[src/hdl/bmf_pkg.sv]
// Shared types and constants for the box mean filter.
// Holds field widths, configuration register codes, the controller state type
// and the command/status structs. No dependencies.
package bmf_pkg;

	localparam int PIX_W       = 8;
	localparam int ROW_W       = 13;
	localparam int OROW_W      = 12;
	localparam int RAD_W       = 7;
	localparam int SIDE_W      = 8;
	localparam int COLSUM_W    = 16;
	localparam int SUM_W       = 23;
	localparam int CNT_W       = 15;
	localparam int SPAN_W      = 8;
	localparam int QBIT_W      = 3;
	localparam int CFG_W       = 13;
	localparam int CFG_IDX_W   = 2;
	localparam int CFG_WIDTH_W = 12;
	localparam int MAX_HEIGHT  = 4096;

	localparam int RST_WIDTH  = 640;
	localparam int RST_HEIGHT = 480;
	localparam int RST_RADIUS = 1;

	typedef enum logic [CFG_IDX_W-1:0] {
		CFG_FRAME_WIDTH   = 2'd0,
		CFG_FRAME_HEIGHT  = 2'd1,
		CFG_WINDOW_RADIUS = 2'd2
	} cfg_idx_t;

	typedef enum logic [1:0] {
		ST_IDLE,
		ST_UPDATE,
		ST_DIVIDE,
		ST_DELIVER
	} state_t;

	typedef struct packed {
		logic start;
		logic update;
		logic div_step;
		logic deliver;
	} cmd_t;

	typedef struct packed {
		logic pass_thru;
		logic pt_emit;
		logic has_out;
		logic div_last;
		logic out_free;
	} sts_t;

endpackage

[src/hdl/bmf_ctrl.sv]
// Controller state machine of the box mean filter: sequences one request
// through update, division and delivery as it needs them. Depends on bmf_pkg.
module bmf_ctrl (
	input  logic          clk,
	input  logic          arst_n,
	input  logic          in_valid,
	output logic          in_ready,
	input  bmf_pkg::sts_t sts,
	output bmf_pkg::cmd_t cmd
);
	import bmf_pkg::*;

	state_t state_q;
	state_t state_nxt;

	always_ff @(posedge clk or negedge arst_n) begin
		if (!arst_n) begin
			state_q <= ST_IDLE;
		end else begin
			state_q <= state_nxt;
		end
	end

	always_comb begin
		state_nxt = state_q;
		unique case (state_q)
			ST_IDLE: begin
				if (in_valid) begin
					if (sts.pt_emit) begin
						state_nxt = ST_DELIVER;
					end else if (!sts.pass_thru) begin
						state_nxt = ST_UPDATE;
					end
				end
			end
			ST_UPDATE: begin
				state_nxt = sts.has_out ? ST_DIVIDE : ST_IDLE;
			end
			ST_DIVIDE: begin
				if (sts.div_last) begin
					state_nxt = ST_DELIVER;
				end
			end
			ST_DELIVER: begin
				if (sts.out_free) begin
					state_nxt = ST_IDLE;
				end
			end
			default: state_nxt = ST_IDLE;
		endcase
	end

	always_comb begin
		in_ready     = (state_q == ST_IDLE);
		cmd.start    = (state_q == ST_IDLE) && in_valid;
		cmd.update   = (state_q == ST_UPDATE);
		cmd.div_step = (state_q == ST_DIVIDE);
		cmd.deliver  = (state_q == ST_DELIVER) && sts.out_free;
	end

endmodule

[config.mk]
export PLATFORM = sky130hd
export DESIGN_NAME = bmf_ctrl
export DESIGN_NICKNAME = d
export VERILOG_FILES = /design/src/hdl/bmf_pkg.sv /design/src/hdl/bmf_ctrl.sv
export SDC_FILE = /design/constraint.sdc
export NUM_CORES = 1
export LEC_CHECK = 0
export BUFFER_PORTS_ARGS = -buffer_cell sky130_fd_sc_hd__clkbuf_2
export CORE_AREA = 4 4 41 43
export CTS_CLUSTER_SIZE = 12
export DETAILED_ROUTE_END_ITERATION = 12
export DIE_AREA = 0 0 45 47
export GPL_ROUTABILITY_DRIVEN = 0
export PLACE_DENSITY = 0.3
export SLEW_MARGIN = 30
export SYNTH_ARGS = -nofsm -noshare
export SYNTH_HDL_FRONTEND = slang
export SYNTH_SLANG_ARGS = --single-unit
[constraint.sdc]
create_clock -name clk -period 1.1 [get_ports clk]
set_input_delay 0.055 -clock clk [delete_from_list [all_inputs] [get_ports clk]]
set_output_delay 0.055 -clock clk [all_outputs]
set_load 0.02 [all_outputs]
==> run summary <==
Initial Util: 9.615%
Slew headroom: 90.82%
vias in the first global route: 157
Final Critical Period: 1.097 ns
Area contributors post-synth: dfrtp_1 40%, a21oi_1 12%, a32o_1 8.0%
grt total ovfl: 0
overall power: 726.0 uW
syn nets: 22
clk sink count: 2
post-synth top area cell: dfrtp_1
Cells after Synth: 14
unrepaired setup endpoints after global routing: true
largest net degree at the start of global routing: 8
top cells by count, synth: 3 x a21oi_1, 2 x dfrtp_1
number of CTS-inserted buffers: 3
pre-CTS WS: 0.1573 ns
Final #Nets: 41
global-route wire length before repair: 614 um
htree depth: 1
sequential element share of the synthesized area: 40.00%
biggest regs: state_q (2)
CP Launch Type: flop
Worst path slowest cell: dfrtp_2
Boundary Pins: 13
sum of negative setup slack: 0 ns
ANT nets after route: 0
PortBufs: 12
layout cells sized above 1: 64.52%
die footprint: 0.002115 sq mm
max reg flops: 2
PwrDens: 2724 mW/mm^2
initial antenna violation count: 0
crit share post-route: 99.69%
Worst-Skew Late Latency: 0.22 ns
distinct cell type count after synthesis: 11
CP Class: reg -> out
Cell Rows: 13
final hold violations: 0
Via density: 3.609
final cell count without fillers: 46
most frequent cell after synthesis: a21oi_1
final setup fails: 0
fmax: 0.9119 GHz
max incr delay on CP: 0.44 ns
Mapped Avg Cell Area: 8.937 sq um
crit path DAT: 1.04 ns
Tot GR Track Use: 4.344%
LEAKAGE: 0.1308 nW
Max Cap Viol: 0
Most flops, register: state_q
Max VDD drop: 0.6214 mV
Area after DPL: 203.9 sq um
worst path bufs/invs: 1
status: completed
Data required, critical path: 1.04 ns
Ys Warns: 0
Final Skew: 0.005654 ns
Post-synth EDFFs: 0
fillers: 148
drt first pass iters: 2
ant diodes: 0
CTS Root Cell: clkbuf_4
Die Width: 45 um
Setup WS post-layout: 0.003401 ns
synthesized area: 125.1 sq um
1st-iter DRT viols: 2
Yosys reg bits: 2
CP top delay family: flip-flops
routed wire length per instance: 8.630 um
WHS: 0.1127 ns
Max Root-Sink Buffers: 2
DRC Markers: 0
Synth Flop Type: dfrtp_1
Die Ht: 47 um
Worst-Margin Slew: 0.1377 ns
Core Box Area: 0.001301 sq mm
Post-Route WL: 397 um
CP endpoint kind: output pin
Cell Chain, Critical Path: nor2_4 -> and2_4 -> buf_8
Crit Path Max Fanout: 6
Worst-path clk slew: 0.03 ns
top cell type's share of synthesized area: 40.00%
Post-DP HPWL: 323.8 um
cell area after layout: 266.5 sq um
Slew Limit Fails: 0
fin util: 20.48%
async set-or-reset flop fraction in the synthesized netlist: 100.0%
area grow syn2layout: 113.0%
TritonCTS clock tree: done
via count: 166
HP Class: in -> reg
placed cells: 41
-- worst register-to-register path, stage by stage, from the launching register on --
cell     delay [ns]
dfrtp_2        0.44
buf_4          0.15
nor2_1         0.09
a21oi_1        0.05
a32o_1         0.20
-- path summary, 6_finish.rpt --
kind | startpoint | end | slack (ns) | cells past startpoint
min | sts[3] | state_q[1] | 0.11 | 3
max in group asynchronous | arst_n | state_q[1] | 0.83 | 2
max reg2reg | state_q[0] | state_q[0] | 0.05 | 4
min in group asynchronous | arst_n | state_q[0] | 0.15 | 2
max | state_q[1] | cmd[3] | 0.003 | 3
min reg2reg | state_q[1] | state_q[0] | 0.59 | 1
-- logic make-up after synthesis --
kind of cell and share of synthesized area [%]:
AND/OR/NAND/NOR 40.02, flip-flops 40.00, AO/OA/AOI/OAI 20.00
-- layer usage --
metal,vias up,routed length (um),global-route usage [%]
met4,0,0,1.754
met3,0,62,3.831
li1,85,-,-
met5,-,0,0
met1,73,169,4.545
met2,8,165,6.215
-- power by group --
group	internal (mW)	switching (mW)	total, mW
Clock	0.120	0.0359	0.156
Combinational	0.197	0.186	0.383
Sequential	0.118	0.0698	0.187
-- timing repair --
item | CTS | global route
setup endpoints to repair | 2 | 3
endpoints found under the hold margin | 2 | 0
pin swaps | 2 | 2
setup buffers | 1 | 0
gates cloned | 0 | 0
hold buffers | 1 | 0
resized for setup | 6 | 4
-- cells in the final DEF (no fill, tap or decap), drive strengths merged --
cell type,count
nand2b,1
nor2,2
nor2b,1
and2,1
and2b,1
and3,1
clkbuf,12
nand3b,1
dlygate4sd3,1
a32o,1
a21oi,3
dfrtp,2
buf,4
-- final cells by class --
type / count / area [sq um] / share of cell area [%]
Clock buffer: 3 / 22.52 / 8.451
Tap cell: 15 / 18.77 / 7.042
Multi-Input combinational cell: 12 / 82.58 / 30.99
Timing Repair Buffer: 14 / 90.09 / 33.80
Sequential cell: 2 / 52.55 / 19.72
(Power assumes the default switching activity.)
